==> src/rtl/core/psu_pkg.sv <==
// ----------------------------------------------------------------------------
// psu_pkg
// Shared types, register codes and constants for the scanline pixel unpacker.
// ----------------------------------------------------------------------------
package psu_pkg;

    localparam int COUNT_BITS = 16;
    localparam int DATA_W     = 32;
    localparam int CFG_ADDR_W = 5;
    localparam int FIELD_W    = 16;
    localparam int CMP_W      = ((COUNT_BITS > FIELD_W) ? COUNT_BITS : FIELD_W) + 1;

    localparam logic [DATA_W-1:0] RED_BYTE_MASK = 32'h00ff0000;
    localparam logic [DATA_W-1:0] GRN_MASK      = 32'h0000ff00;
    localparam logic [DATA_W-1:0] BLU_MASK      = 32'h000000ff;
    localparam int                RED_SHIFT     = 20 - 16;
    localparam int                GRN_SHIFT     = 10 - 8;

    typedef enum logic [2:0] {
        REG_UNIT_BITS,
        REG_PIXEL_BITS,
        REG_MSB_FIRST,
        REG_RGB_PACK,
        REG_ROW_PIXELS,
        REG_ROW_WORDS,
        REG_ROW_COUNT
    } psu_reg_t;

    typedef struct packed {
        logic [5:0]         unit_bits;
        logic [5:0]         pixel_bits;
        logic               msb_first;
        logic               rgb_pack;
        logic [FIELD_W-1:0] row_pixels;
        logic [FIELD_W-1:0] row_words;
        logic [FIELD_W-1:0] row_count;
    } psu_cfg_t;

    typedef struct packed {
        logic [DATA_W-1:0] pixel;
        logic              last_in_word;
        logic              row_end;
        logic              image_end;
        logic              format_error;
    } psu_result_t;

    // red to bits 27:20, green to 17:10, blue stays in 7:0
    function automatic logic [DATA_W-1:0] repack(input logic [DATA_W-1:0] p);
        repack = ((p & RED_BYTE_MASK) << RED_SHIFT) + ((p & GRN_MASK) << GRN_SHIFT)
               + (p & BLU_MASK);
    endfunction

endpackage

==> src/rtl/core/psu_cfg_regs.sv <==
// ----------------------------------------------------------------------------
// psu_cfg_regs
// APB-style register file holding the unpacker format and geometry setup.
// ----------------------------------------------------------------------------
module psu_cfg_regs
    import psu_pkg::*;
(
    input  logic                  aclk,
    input  logic                  aresetn,
    input  logic                  psel,
    input  logic                  penable,
    input  logic                  pwrite,
    input  logic [CFG_ADDR_W-1:0] paddr,
    input  logic [DATA_W-1:0]     pwdata,
    output logic [DATA_W-1:0]     prdata,
    output logic                  pready,
    output psu_cfg_t              cfg
);

    psu_cfg_t cfg_reg;
    psu_cfg_t cfg_next;
    psu_reg_t sel;
    logic     wr_en;

    assign pready = 1'b1;
    assign sel    = psu_reg_t'(paddr[CFG_ADDR_W-1:2]);
    assign wr_en  = psel && penable && pwrite;
    assign cfg    = cfg_reg;

    always_comb begin
        cfg_next = cfg_reg;
        if (wr_en) begin
            case (sel)
                REG_UNIT_BITS:   cfg_next.unit_bits   = pwdata[5:0];
                REG_PIXEL_BITS:  cfg_next.pixel_bits  = pwdata[5:0];
                REG_MSB_FIRST:   cfg_next.msb_first   = pwdata[0];
                REG_RGB_PACK:    cfg_next.rgb_pack    = pwdata[0];
                REG_ROW_PIXELS:  cfg_next.row_pixels  = pwdata[FIELD_W-1:0];
                REG_ROW_WORDS:   cfg_next.row_words   = pwdata[FIELD_W-1:0];
                REG_ROW_COUNT:   cfg_next.row_count   = pwdata[FIELD_W-1:0];
                default:         cfg_next = cfg_reg;
            endcase
        end
    end

    always_comb begin
        case (sel)
            REG_UNIT_BITS:   prdata = {{(DATA_W-6){1'b0}}, cfg_reg.unit_bits};
            REG_PIXEL_BITS:  prdata = {{(DATA_W-6){1'b0}}, cfg_reg.pixel_bits};
            REG_MSB_FIRST:   prdata = {{(DATA_W-1){1'b0}}, cfg_reg.msb_first};
            REG_RGB_PACK:    prdata = {{(DATA_W-1){1'b0}}, cfg_reg.rgb_pack};
            REG_ROW_PIXELS:  prdata = {{(DATA_W-FIELD_W){1'b0}}, cfg_reg.row_pixels};
            REG_ROW_WORDS:   prdata = {{(DATA_W-FIELD_W){1'b0}}, cfg_reg.row_words};
            REG_ROW_COUNT:   prdata = {{(DATA_W-FIELD_W){1'b0}}, cfg_reg.row_count};
            default:         prdata = '0;
        endcase
    end

    always_ff @(posedge aclk) begin
        if (!aresetn) begin
            cfg_reg.unit_bits   <= 6'd8;
            cfg_reg.pixel_bits  <= 6'd8;
            cfg_reg.msb_first   <= 1'b1;
            cfg_reg.rgb_pack    <= 1'b0;
            cfg_reg.row_pixels  <= FIELD_W'(640);
            cfg_reg.row_words   <= FIELD_W'(640);
            cfg_reg.row_count   <= FIELD_W'(480);
        end else begin
            cfg_reg <= cfg_next;
        end
    end

endmodule

==> src/rtl/core/psu_slicer.sv <==
// ----------------------------------------------------------------------------
// psu_slicer
// Holds one storage word and cuts one pixel from it per cycle while the
// output is not stalled, tracking column, word-in-row and row position.
// ----------------------------------------------------------------------------
module psu_slicer
    import psu_pkg::*;
(
    input  logic              aclk,
    input  logic              aresetn,
    input  psu_cfg_t          cfg,
    input  logic              s_valid,
    output logic              s_ready,
    input  logic [DATA_W-1:0] s_word,
    input  logic              out_ready,
    output logic              emit,
    output psu_result_t       result
);

    logic                  in_valid_reg, in_valid_next;
    logic [DATA_W-1:0]     word_reg;
    logic [5:0]            k_reg, k_next;
    logic [COUNT_BITS-1:0] col_reg, col_next;
    logic [COUNT_BITS-1:0] wir_reg, wir_next;
    logic [COUNT_BITS-1:0] row_reg, row_next;

    logic                  unit_ok, fmt_ok;
    logic [2:0]            lg;
    logic [5:0]            per;
    logic [5:0]            off, off_last, sh, left;
    logic [DATA_W-1:0]     umask, pmask, raw;
    logic [COUNT_BITS-1:0] col_inc;
    logic [CMP_W-1:0]      col_ext, rp_ext;
    logic                  col_lt, re, short_row, last_word, last_row;
    logic                  can_emit, last, consume, row_done;

    always_comb begin
        case (cfg.pixel_bits)
            6'd1:    lg = 3'd0;
            6'd2:    lg = 3'd1;
            6'd4:    lg = 3'd2;
            6'd8:    lg = 3'd3;
            6'd16:   lg = 3'd4;
            6'd32:   lg = 3'd5;
            default: lg = 3'd0;
        endcase
    end

    always_comb begin
        case (cfg.unit_bits)
            6'd8:    umask = 32'h000000ff;
            6'd16:   umask = 32'h0000ffff;
            default: umask = 32'hffffffff;
        endcase
    end

    // a power-of-two pixel width no wider than the unit always divides it
    assign unit_ok = (cfg.unit_bits == 6'd8) || (cfg.unit_bits == 6'd16)
                  || (cfg.unit_bits == 6'd32);
    assign fmt_ok  = unit_ok && (cfg.pixel_bits != 6'd0)
                  && ((cfg.pixel_bits & (cfg.pixel_bits - 6'd1)) == 6'd0)
                  && (cfg.pixel_bits <= cfg.unit_bits);
    assign per     = cfg.unit_bits >> lg;
    assign pmask   = (cfg.pixel_bits >= 6'd32) ? '1
                   : ((DATA_W'(1) << cfg.pixel_bits) - DATA_W'(1));

    assign off      = k_reg << lg;
    assign off_last = (k_reg + 6'd1) << lg;
    assign sh       = cfg.msb_first ? (cfg.unit_bits - off_last) : off;
    assign raw      = ((word_reg & umask) >> sh) & pmask;

    assign col_inc   = col_reg + COUNT_BITS'(1);
    assign col_ext   = CMP_W'(col_reg);
    assign rp_ext    = CMP_W'(cfg.row_pixels);
    assign col_lt    = col_ext < rp_ext;
    assign re        = CMP_W'(col_inc) >= rp_ext;
    assign last_word = (CMP_W'(wir_reg) + CMP_W'(1)) >= CMP_W'(cfg.row_words);
    assign last_row  = (CMP_W'(row_reg) + CMP_W'(1)) >= CMP_W'(cfg.row_count);
    // column plus pixels still due stays fixed through the word
    assign left      = per - k_reg;
    assign short_row = last_word && ((col_ext + CMP_W'(left)) < rp_ext);

    assign can_emit = in_valid_reg && (!fmt_ok || ((k_reg < per) && col_lt));
    assign emit     = can_emit && out_ready;
    assign last     = !fmt_ok || ((7'(k_reg) + 7'd1) >= 7'(per)) || re;
    assign consume  = in_valid_reg && ((emit && last) || !can_emit);
    assign s_ready  = !in_valid_reg || consume;
    assign row_done = re || (short_row && last);

    always_comb begin
        if (!fmt_ok) begin
            result.pixel        = '0;
            result.last_in_word = 1'b1;
            result.row_end      = 1'b0;
            result.image_end    = 1'b0;
            result.format_error = 1'b1;
        end else begin
            result.pixel        = cfg.rgb_pack ? repack(raw) : raw;
            result.last_in_word = last;
            result.row_end      = row_done;
            result.image_end    = row_done && last_row;
            result.format_error = short_row;
        end
    end

    always_comb begin
        in_valid_next = (s_valid && s_ready) || (in_valid_reg && !consume);
        k_next        = consume ? 6'd0 : (emit ? k_reg + 6'd1 : k_reg);
        col_next      = col_reg;
        wir_next      = wir_reg;
        row_next      = row_reg;
        if (emit && fmt_ok) begin
            col_next = col_inc;
        end
        if (consume && fmt_ok) begin
            if (last_word) begin
                col_next = '0;
                wir_next = '0;
                row_next = last_row ? '0 : row_reg + COUNT_BITS'(1);
            end else begin
                wir_next = wir_reg + COUNT_BITS'(1);
            end
        end
    end

    always_ff @(posedge aclk) begin
        if (!aresetn) begin
            in_valid_reg <= 1'b0;
            k_reg        <= '0;
            col_reg      <= '0;
            wir_reg      <= '0;
            row_reg      <= '0;
        end else begin
            in_valid_reg <= in_valid_next;
            k_reg        <= k_next;
            col_reg      <= col_next;
            wir_reg      <= wir_next;
            row_reg      <= row_next;
        end
    end

    always_ff @(posedge aclk) begin
        if (s_valid && s_ready) begin
            word_reg <= s_word;
        end
    end

`ifndef SYNTH
    a_emit_needs_word: assert property (@(posedge aclk) disable iff (!aresetn)
        emit |-> (in_valid_reg && out_ready))
        else $error("pixel cut with no word held or output stalled");

    a_idle_index_clear: assert property (@(posedge aclk) disable iff (!aresetn)
        !in_valid_reg |-> (k_reg == 6'd0))
        else $error("pixel index not cleared between words");

    a_bad_word_one_result: assert property (@(posedge aclk) disable iff (!aresetn)
        (in_valid_reg && !fmt_ok && consume) |-> emit)
        else $error("bad-format word dropped without its error result");

    a_state_holds_on_bad: assert property (@(posedge aclk) disable iff (!aresetn)
        (in_valid_reg && !fmt_ok) |=> ($stable(col_reg) && $stable(wir_reg)
                                       && $stable(row_reg)))
        else $error("position moved on a bad-format word");
`endif

endmodule

==> src/rtl/core/psu_out_stage.sv <==
// ----------------------------------------------------------------------------
// psu_out_stage
// Result register that decouples pixel cutting from the downstream consumer.
// ----------------------------------------------------------------------------
module psu_out_stage
    import psu_pkg::*;
(
    input  logic              aclk,
    input  logic              aresetn,
    input  logic              load,
    input  psu_result_t       result,
    output logic              out_ready,
    output logic              m_valid,
    input  logic              m_ready,
    output logic [DATA_W-1:0] m_pixel,
    output logic              m_last_in_word,
    output logic              m_row_end,
    output logic              m_image_end,
    output logic              m_format_error
);

    logic        valid_reg, valid_next;
    psu_result_t data_reg;

    assign out_ready  = !valid_reg || m_ready;
    assign valid_next = load || (valid_reg && !m_ready);

    always_ff @(posedge aclk) begin
        if (!aresetn) begin
            valid_reg <= 1'b0;
        end else begin
            valid_reg <= valid_next;
        end
    end

    always_ff @(posedge aclk) begin
        if (load) begin
            data_reg <= result;
        end
    end

    assign m_valid        = valid_reg;
    assign m_pixel        = data_reg.pixel;
    assign m_last_in_word = data_reg.last_in_word;
    assign m_row_end      = data_reg.row_end;
    assign m_image_end    = data_reg.image_end;
    assign m_format_error = data_reg.format_error;

endmodule

==> src/rtl/core/packed_scanline_pixel_unpacker.sv <==
// ----------------------------------------------------------------------------
// packed_scanline_pixel_unpacker
// Cuts fixed-width pixels from packed scanline storage words, with optional
// direct-colour repacking and row/image position flags.
// ----------------------------------------------------------------------------
//  channel | direction | handshake         | payload
//  s_      | in        | s_valid / s_ready | s_word
//  m_      | out       | m_valid / m_ready | m_pixel, m_last_in_word, m_row_end,
//          |           |                   | m_image_end, m_format_error
//  apb     | in/out    | psel, penable     | paddr, pwdata, prdata, pready
//
// Each word is cut into its n pixels: up to 32 for 1-bit pixels in a 32-bit
// unit; padding words pass at one per cycle.
// The single shifter cuts one pixel per cycle while m_ready does not stall.
// Reset is synchronous; counters clear at once, no clearing pass.
// A stall on m_ready holds the result register and the word being cut.
// ----------------------------------------------------------------------------
module packed_scanline_pixel_unpacker
    import psu_pkg::*;
(
    input  logic                  aclk,
    input  logic                  aresetn,
    input  logic                  psel,
    input  logic                  penable,
    input  logic                  pwrite,
    input  logic [CFG_ADDR_W-1:0] paddr,
    input  logic [DATA_W-1:0]     pwdata,
    output logic [DATA_W-1:0]     prdata,
    output logic                  pready,
    input  logic                  s_valid,
    output logic                  s_ready,
    input  logic [DATA_W-1:0]     s_word,
    output logic                  m_valid,
    input  logic                  m_ready,
    output logic [DATA_W-1:0]     m_pixel,
    output logic                  m_last_in_word,
    output logic                  m_row_end,
    output logic                  m_image_end,
    output logic                  m_format_error
);

    psu_cfg_t    cfg;
    psu_result_t result;
    logic        emit;
    logic        out_ready;

    psu_cfg_regs u_cfg (
        .aclk    (aclk),
        .aresetn (aresetn),
        .psel    (psel),
        .penable (penable),
        .pwrite  (pwrite),
        .paddr   (paddr),
        .pwdata  (pwdata),
        .prdata  (prdata),
        .pready  (pready),
        .cfg     (cfg)
    );

    psu_slicer u_slicer (
        .aclk      (aclk),
        .aresetn   (aresetn),
        .cfg       (cfg),
        .s_valid   (s_valid),
        .s_ready   (s_ready),
        .s_word    (s_word),
        .out_ready (out_ready),
        .emit      (emit),
        .result    (result)
    );

    psu_out_stage u_out (
        .aclk           (aclk),
        .aresetn        (aresetn),
        .load           (emit),
        .result         (result),
        .out_ready      (out_ready),
        .m_valid        (m_valid),
        .m_ready        (m_ready),
        .m_pixel        (m_pixel),
        .m_last_in_word (m_last_in_word),
        .m_row_end      (m_row_end),
        .m_image_end    (m_image_end),
        .m_format_error (m_format_error)
    );

endmodule
==> config.mk <==
export PLATFORM = sky130hd
export DESIGN_NAME = packed_scanline_pixel_unpacker
export DESIGN_NICKNAME = d
export VERILOG_FILES = /design/src/rtl/core/psu_pkg.sv /design/src/rtl/core/psu_cfg_regs.sv /design/src/rtl/core/psu_slicer.sv /design/src/rtl/core/psu_out_stage.sv /design/src/rtl/core/packed_scanline_pixel_unpacker.sv
export SDC_FILE = /design/constraint.sdc
export NUM_CORES = 1
export LEC_CHECK = 0
export CAP_MARGIN = 40
export CORE_MARGIN = 1.5
export CORE_UTILIZATION = 35
export DETAILED_ROUTE_END_ITERATION = 12
export DONT_BUFFER_PORTS = 1
export PLACE_DENSITY = 0.48
export REMOVE_ABC_BUFFERS = 1
export SYNTH_ARGS = -nofsm -noshare
export SYNTH_HDL_FRONTEND = slang
export SYNTH_HIERARCHICAL = 1
export SYNTH_SLANG_ARGS = --single-unit
==> constraint.sdc <==
create_clock -name aclk -period 7.8 [get_ports aclk]
set_input_delay 0.39 -clock aclk [delete_from_list [all_inputs] [get_ports aclk]]
set_output_delay 0.39 -clock aclk [all_outputs]
set_load 0.01 [all_outputs]
* Word-level counts from Yosys, hierarchy flattened
Index checks and enable logic that the tools add are counted.
** Operators by class
- Add/subtract/negate cells :: 14
- Order comparisons :: 9
- Equality and inequality tests :: 14
- Shift-type cells :: 5
- Muxes and demuxes :: 11
- Bitwise logic cells :: 4
- Reductions and logical operators :: 47
** Operator list (count)
- case mux 16 bit (7 select lines) :: 1
- two-way mux 16 bit :: 5
- bitwise AND 32 bit :: 2
- two-way mux 32 bit :: 2
- case mux 32 bit (2 select lines) :: 1
- adder 16 x 1 -> 16 bit (second input constant) :: 3
- adder 16 x 1 -> 17 bit (second input constant) :: 2
- >= comparator 17 x 16 -> 1 bit :: 2
- adder 32 x 8 -> 32 bit :: 1
- << shifter 1 x 6 -> 32 bit (first input constant) :: 1
- right shift 32 x 6 -> 32 bit :: 1
- subtractor 32 x 1 -> 32 bit (second input constant) :: 1
- adder 28 x 18 -> 29 bit :: 1
- logical AND 1 bit :: 18
- adder 16 x 6 -> 17 bit :: 1
- < comparator 17 x 16 -> 1 bit :: 1
- >= comparator 16 bit :: 1
- < comparator 16 bit :: 1
- AND reduction 2 bit :: 8
- case mux 3 bit (5 select lines) :: 1
- equality test 6 x 4 -> 1 bit (second input constant) :: 2
- equality test 6 x 5 -> 1 bit (second input constant) :: 2
- equality test 6 bit (second input constant) :: 2
- << shifter 6 x 3 -> 6 bit :: 2
- other kinds (23) :: 42
** Storage, ports and cells
- Bits in registers :: 186
- Input port bits :: 76
- Output and inout port bits :: 71
- Logic and storage cells :: 123

* Logic depth before layout (Yosys ltp)
- Depth in word-level cells :: 16
- Gate-level depth with buffers :: 30
- Mapped depth without buffers :: 27

* Cells and area by module
Netlist, hierarchy kept.
** By module, submodules not included
- psu_slicer :: times used 1, cells each 1491, area an instance 11063.1 sq um, seq. area each 2062.0 sq um
- psu_cfg_regs :: times used 1, cells each 326, area an instance 3086.7 sq um, seq. area each 1241.2 sq um
- psu_out_stage :: times used 1, cells each 40, area an instance 1129.8 sq um, seq. area each 1101.1 sq um

* Worst setup path before layout
No wires, ideal clock.
- Path type :: register -> register
- Start point :: reg u_cfg.cfg_reg, in the netlist u_cfg/cfg[51]
- End point :: reg u_slicer.word_reg[0] (enable)
- Setup time :: 0.471 ns
- Data arrival time :: 5.972 ns
- Data required time :: 7.329 ns
- Setup slack :: 1.358 ns
- Cell stages (with the launch flop) :: 22
- Buffers on the path :: 4
- Clock period less this slack :: 6.442 ns
- Cells stage by stage :: dfxtp_1 > buf_2 > buf_6 > or4_4 > nor2_1 > clkbuf_1 > o21ai_0 > a222oi_1 > nor2_1 > a21o_1 > inv_1 > fa_1 > nor2b_1 > o21ai_0 > a21boi_0 > o21ai_0 > nand2b_1 > and3_1 > a21oi_1 > clkbuf_1 > a21oi_1 > a21boi_0
** Between the ends
- Word-level cells in the longest chain between the ends :: 14
- Elaborated cells between the ends (all ways) :: 30
- Classes of those cells :: add/sub (1); order compare (3); eq/ne (5); shift (1); mux (1); bitwise (1); reduce/logical (18)
** RTL lines
- start, declared :: line psu_cfg_regs.sv:20 : psu_cfg_t cfg_reg;
- start signal, assigned :: line psu_cfg_regs.sv:69 : cfg_reg <= cfg_next;
- parallel branches: the longest is 10 deep, another holds < comparator 6 bit
- logical OR 1 bit (*) :: line psu_slicer.sv:86 : assign consume = in_valid_reg && ((emit && last) || !can_emit);
- logical AND 1 bit (*) :: line psu_slicer.sv:86
- logical OR 1 bit (*) :: line psu_slicer.sv:87 : assign s_ready = !in_valid_reg || consume;
- logical AND 1 bit (*) :: line psu_slicer.sv:143 : if (s_valid && s_ready) begin
- end signal, assigned :: line psu_slicer.sv:144 : word_reg <= s_word;
- end, declared :: line psu_slicer.sv:21 : logic [DATA_W-1:0] word_reg;
Mark *: on every way between the ends.
A chain may end at the register's enable or synchronous reset.

* Worst setup path in the final report
- Start point :: reg u_cfg.cfg_reg, in the netlist u_cfg/cfg[51]
- End point :: reg u_out.data_reg, in the netlist u_out/m_image_end, data pin
** Between the ends
- Word-level cells in the longest chain between the ends :: 11
- Elaborated cells between the ends (all ways) :: 26
- Classes of those cells :: add/sub (3); order compare (3); eq/ne (5); shift (1); mux (1); bitwise (1); reduce/logical (12)
** RTL lines
- parallel branches: the longest is 11 deep, another holds adder 16 x 6 -> 17 bit
- end signal, assigned :: line psu_out_stage.sv:38 : data_reg <= result;
- end, declared :: line psu_out_stage.sv:23 : psu_result_t data_reg;
Several ways; the timed one is not identified.

==> metrics.md <==
| Metric | Value |
|---|---|
| Status | `finished clean` |
| Finished Cell Area | `16670 um2` |
| Fin crit share | `84.33%` |
| Crit Reg-Reg Startpoint | `u_cfg/cfg[51]$_SDFFE_PN0P_` |
| Port Buffers | `0` |
| Maximum vdd drop | `0.1272 mV` |
| Layout area overhead | `9.122%` |
| R2R setup slack | `1.22 ns` |
| Ys async rst share | `0%` |
| WL/cell | `20.72 um` |
| Ratio of cells with drive above 1 in the final layout | `5.950%` |
| DR vias/cell | `5.751` |
| Number of clock sinks | `186` |
| Initial Utilization | `35.47%` |
| Number of synthesized flops with an enable pin | `68` |
| FF-to-FF End | `u_out/m_image_end$_DFFE_PP_` |
| Ys flop type | `dfxtp_1` |
| Vias | `13901` |
| Num rows | `76` |
| Num CTS Buffers | `17` |
| Final worst slack | `1.223 ns` |
| Pwr Density | `160.0 nW/um2` |
| Largest net degree at the start of global routing | `119` |
| Relative slew margins | `33.99%` |
| I/O pin count | `147` |
| CP arrival | `6.80 ns` |
| Distinct cell type count after synthesis | `94` |
| Max Slew Vio Count | `0` |
| R2R depth | `25` |
| CTS H-tree depth | `4` |
| Clock root buffer | `clkbuf_16` |
| Area after DPL | `15730 um2` |
| LEAKAGE | `6.604 nW` |
| Synth Cell Area | `15280 um2` |
| Max Clk Rate | `152.0 MHz` |
| RSZ-0062 raised after global routing | `false` |
| Worst Path Max Fanout | `19` |
| Total track usage | `22.59%` |
| Sequential area share after synthesis | `28.82%` |
| Grt total ovfl | `0` |
| Max reg flops | `62` |
| Longest Clk Path Bufs | `2` |
| Period minus WS final | `6.577 ns` |
| Crit path launch type | `register` |
| CP Class | `register to register` |
| Post-synthesis instance total | `1857` |
| Worst hold path type | `input port to register` |
| Area contributors post-synth | `dfxtp_1, edfxtp_1, ha_1` |
| HPWL Detailed | `37520 um` |
| Post-synth top area cell | `dfxtp_1` |
| Die Span Y | `211.9 um` |
| Vias in the first global route | `13042` |
| Final-report setup violation count | `0` |
| Hold_sp | `s_valid` |
| DP Worst Slack | `1.339 ns` |
| Die X | `211.9 um` |
| Routed wire length | `50070 um` |
| Worst Skew | `0.01538 ns` |
| Layout net count | `2014` |
| Antenna fix cells | `0` |
| Pre-antenna DRT Iters | `5` |
| Hold Fails Final Rpt | `0` |
| Postcts setup bufs | `0` |
| Max-cap violations | `0` |
| Hold depth | `1` |
| Hold worst-path end | `u_slicer/in_valid_reg$_SDFF_PN0_` |
| Worst-Margin Slew | `0.9825 ns` |
| Syn Area/Cell | `8.228 um2` |
| Worst-path clk slew | `0.08 ns` |
| Initial antenna violation count | `0` |
| 1st-iter DRT viols | `1020` |
| DIE AREA | `44920 um2` |
| Residual DRC | `0` |
| First-pass GRT wire length | `77410 um` |
| CP required | `8.02 ns` |
| Top-area cell type share of the netlist area | `15.46%` |
| Core footprint | `43080 um2` |
| DRT antenna net count | `0` |
| #FFs+latches synth | `186` |
| Synth warn | `6` |
| Final GP Congestion | `0.8928` |
| Clk_lat worst skew | `0.49 ns` |
| CTS tree | `built` |
| Total negative slack | `0 ns` |
| CP endpoint kind | `register` |
-- cells in the final DEF, fill, tap and decap left out, types with 7 or more instances in the layout --
cell | synthesis | final
a21oi_1 | 91 | 91
inv_1 | 94 | 94
clkbuf_16 | 0 | 17
or3_1 | 34 | 34
edfxtp_1 | 68 | 68
o31ai_1 | 16 | 16
nor2b_1 | 18 | 18
nand2_1 | 188 | 188
a21o_1 | 36 | 36
or2_2 | 7 | 7
o2bb2ai_1 | 15 | 15
o211ai_1 | 23 | 23
mux2i_1 | 97 | 97
nand2b_1 | 15 | 15
a221oi_1 | 19 | 19
xnor2_1 | 41 | 41
o21ai_0 | 111 | 111
mux2_2 | 7 | 7
conb_1 | 2 | 17
a211oi_1 | 48 | 48
and2_1 | 24 | 24
nor2_1 | 100 | 98
ha_1 | 116 | 116
dlygate4sd3_1 | 0 | 34
nand4_1 | 23 | 23
buf_4 | 21 | 31
or4_1 | 9 | 9
a31oi_1 | 11 | 11
o22ai_1 | 28 | 28
o21a_1 | 14 | 14
nor3_1 | 42 | 42
and3_1 | 18 | 18
xor2_1 | 36 | 36
nand3_1 | 117 | 117
dfxtp_1 | 118 | 118
nand3b_1 | 8 | 8
o311ai_0 | 7 | 7
-- worst max-delay path by stage --
stage,from,endpoint
4_1_cts,u_cfg/cfg[51]$_SDFFE_PN0P_,u_out/m_image_end$_DFFE_PP_
2_1_floorplan,u_cfg/cfg[54]$_SDFFE_PN0P_,u_slicer/word_reg[0]$_DFFE_PP_
5_1_grt,u_cfg/cfg[51]$_SDFFE_PN0P_,u_out/m_image_end$_DFFE_PP_
3_5_place_dp,u_cfg/cfg[51]$_SDFFE_PN0P_,u_out/m_image_end$_DFFE_PP_
3_3_place_gp,u_cfg/cfg[51]$_SDFFE_PN0P_,u_out/m_image_end$_DFFE_PP_
6_report,u_cfg/cfg[51]$_SDFFE_PN0P_,u_out/m_image_end$_DFFE_PP_
-- power breakdown --
group	switching (W)	internal (W)	total (W)	leakage (nW)
registers	0.0000380	0.00106	0.00110	1.61
clock network	0.000443	0.000485	0.000928	0.302
logic	0.000425	0.000218	0.000643	4.69
-- cells by family after synthesis --
kind of cell	share of synthesized area, %
simple gates	21.00
compound gates	21.60
buf+inv	6.764
flops	28.82
fa+ha+maj	9.892
mux	7.460
xor+xnor	4.414
other cells	0.04915
-- Yosys cell counts, drive strengths merged, types with 9 or more instances --
cell type    n
or3         35
a31oi       11
nor3        43
xnor2       41
or4         10
inv         94
o211ai      23
o21ai      114
and3        18
o22ai       28
a21o        36
nor2       104
dfxtp      118
clkbuf      79
xor2        36
nand3      118
nand2b      16
o21a        14
ha         116
or2          9
nand4       24
a211oi      49
o2bb2ai     15
nand2      188
mux2i       97
buf         62
nor2b       18
o31ai       16
a221oi      19
a21oi       92
and2        24
edfxtp      68
-- through the flow --
step | util (%) | hold WS (ns) | power [W] | cells
final | 38.71 | 0.04332 | 0.002667 | 2417
after global routing | 38.71 | 0.01667 | 0.002794 | 2417
after CTS | 38.71 | 0.003395 | 0.002695 | 2417
after detailed placement | 36.52 | 0.4670 | 0.001739 | 2351
after global placement | 36.35 | 0.4619 | 0.001726 | 2345
after floorplan | - | 0.4433 | 0.001509 | 1731
-- layer usage --
layer | wire (um) | up-vias | track usage (%)
met5 | 0 | - | 0
met4 | 1674 | 0 | 9.532
met3 | 2508 | 70 | 4.391
met2 | 22850 | 399 | 35.67
met1 | 23040 | 6672 | 29.97
li1 | - | 6760 | -
-- cell type report --
| class | instances | area, um2 |
|---|---|---|
| multi-input cells | 1450 | 9948 |
| repair buffers | 69 | 631.9 |
| flip-flops and latches | 186 | 4404 |
| clock buffers | 17 | 425.4 |
| clock inverters | 15 | 175.2 |
| inverters | 95 | 356.6 |
| well taps | 585 | 732.0 |
| fillers | 4407 | 26400 |
-- critical path, cell delays in order, from the launching register on --
cell and delay [ns]:
dfxtp_1 0.81, nor2_1 0.26, nand3_1 0.44, nand2_1 0.10
a311oi_1 0.27, a311o_1 0.22, inv_1 0.06, ha_1 0.20
fa_1 0.56, inv_1 0.06, ha_1 0.27, a21o_1 0.17
a21o_1 0.19, a21o_1 0.18, a21oi_1 0.23, nor2b_1 0.07
o21ai_0 0.66, nor2_1 0.11, xor2_1 0.17, ha_1 0.30
o21ai_0 0.09, nand2b_1 0.09, a21oi_1 0.07, a211o_1 0.30
a41o_1 0.25, nor3b_1 0.14
-- repair_timing --
action / 4_1_cts / 5_1_grt
hold buffers: 34 / 0
hold endpoints to repair: 41 / 0
gates resized for setup: 0 / 0
Power figures use the tool's default switching activity.
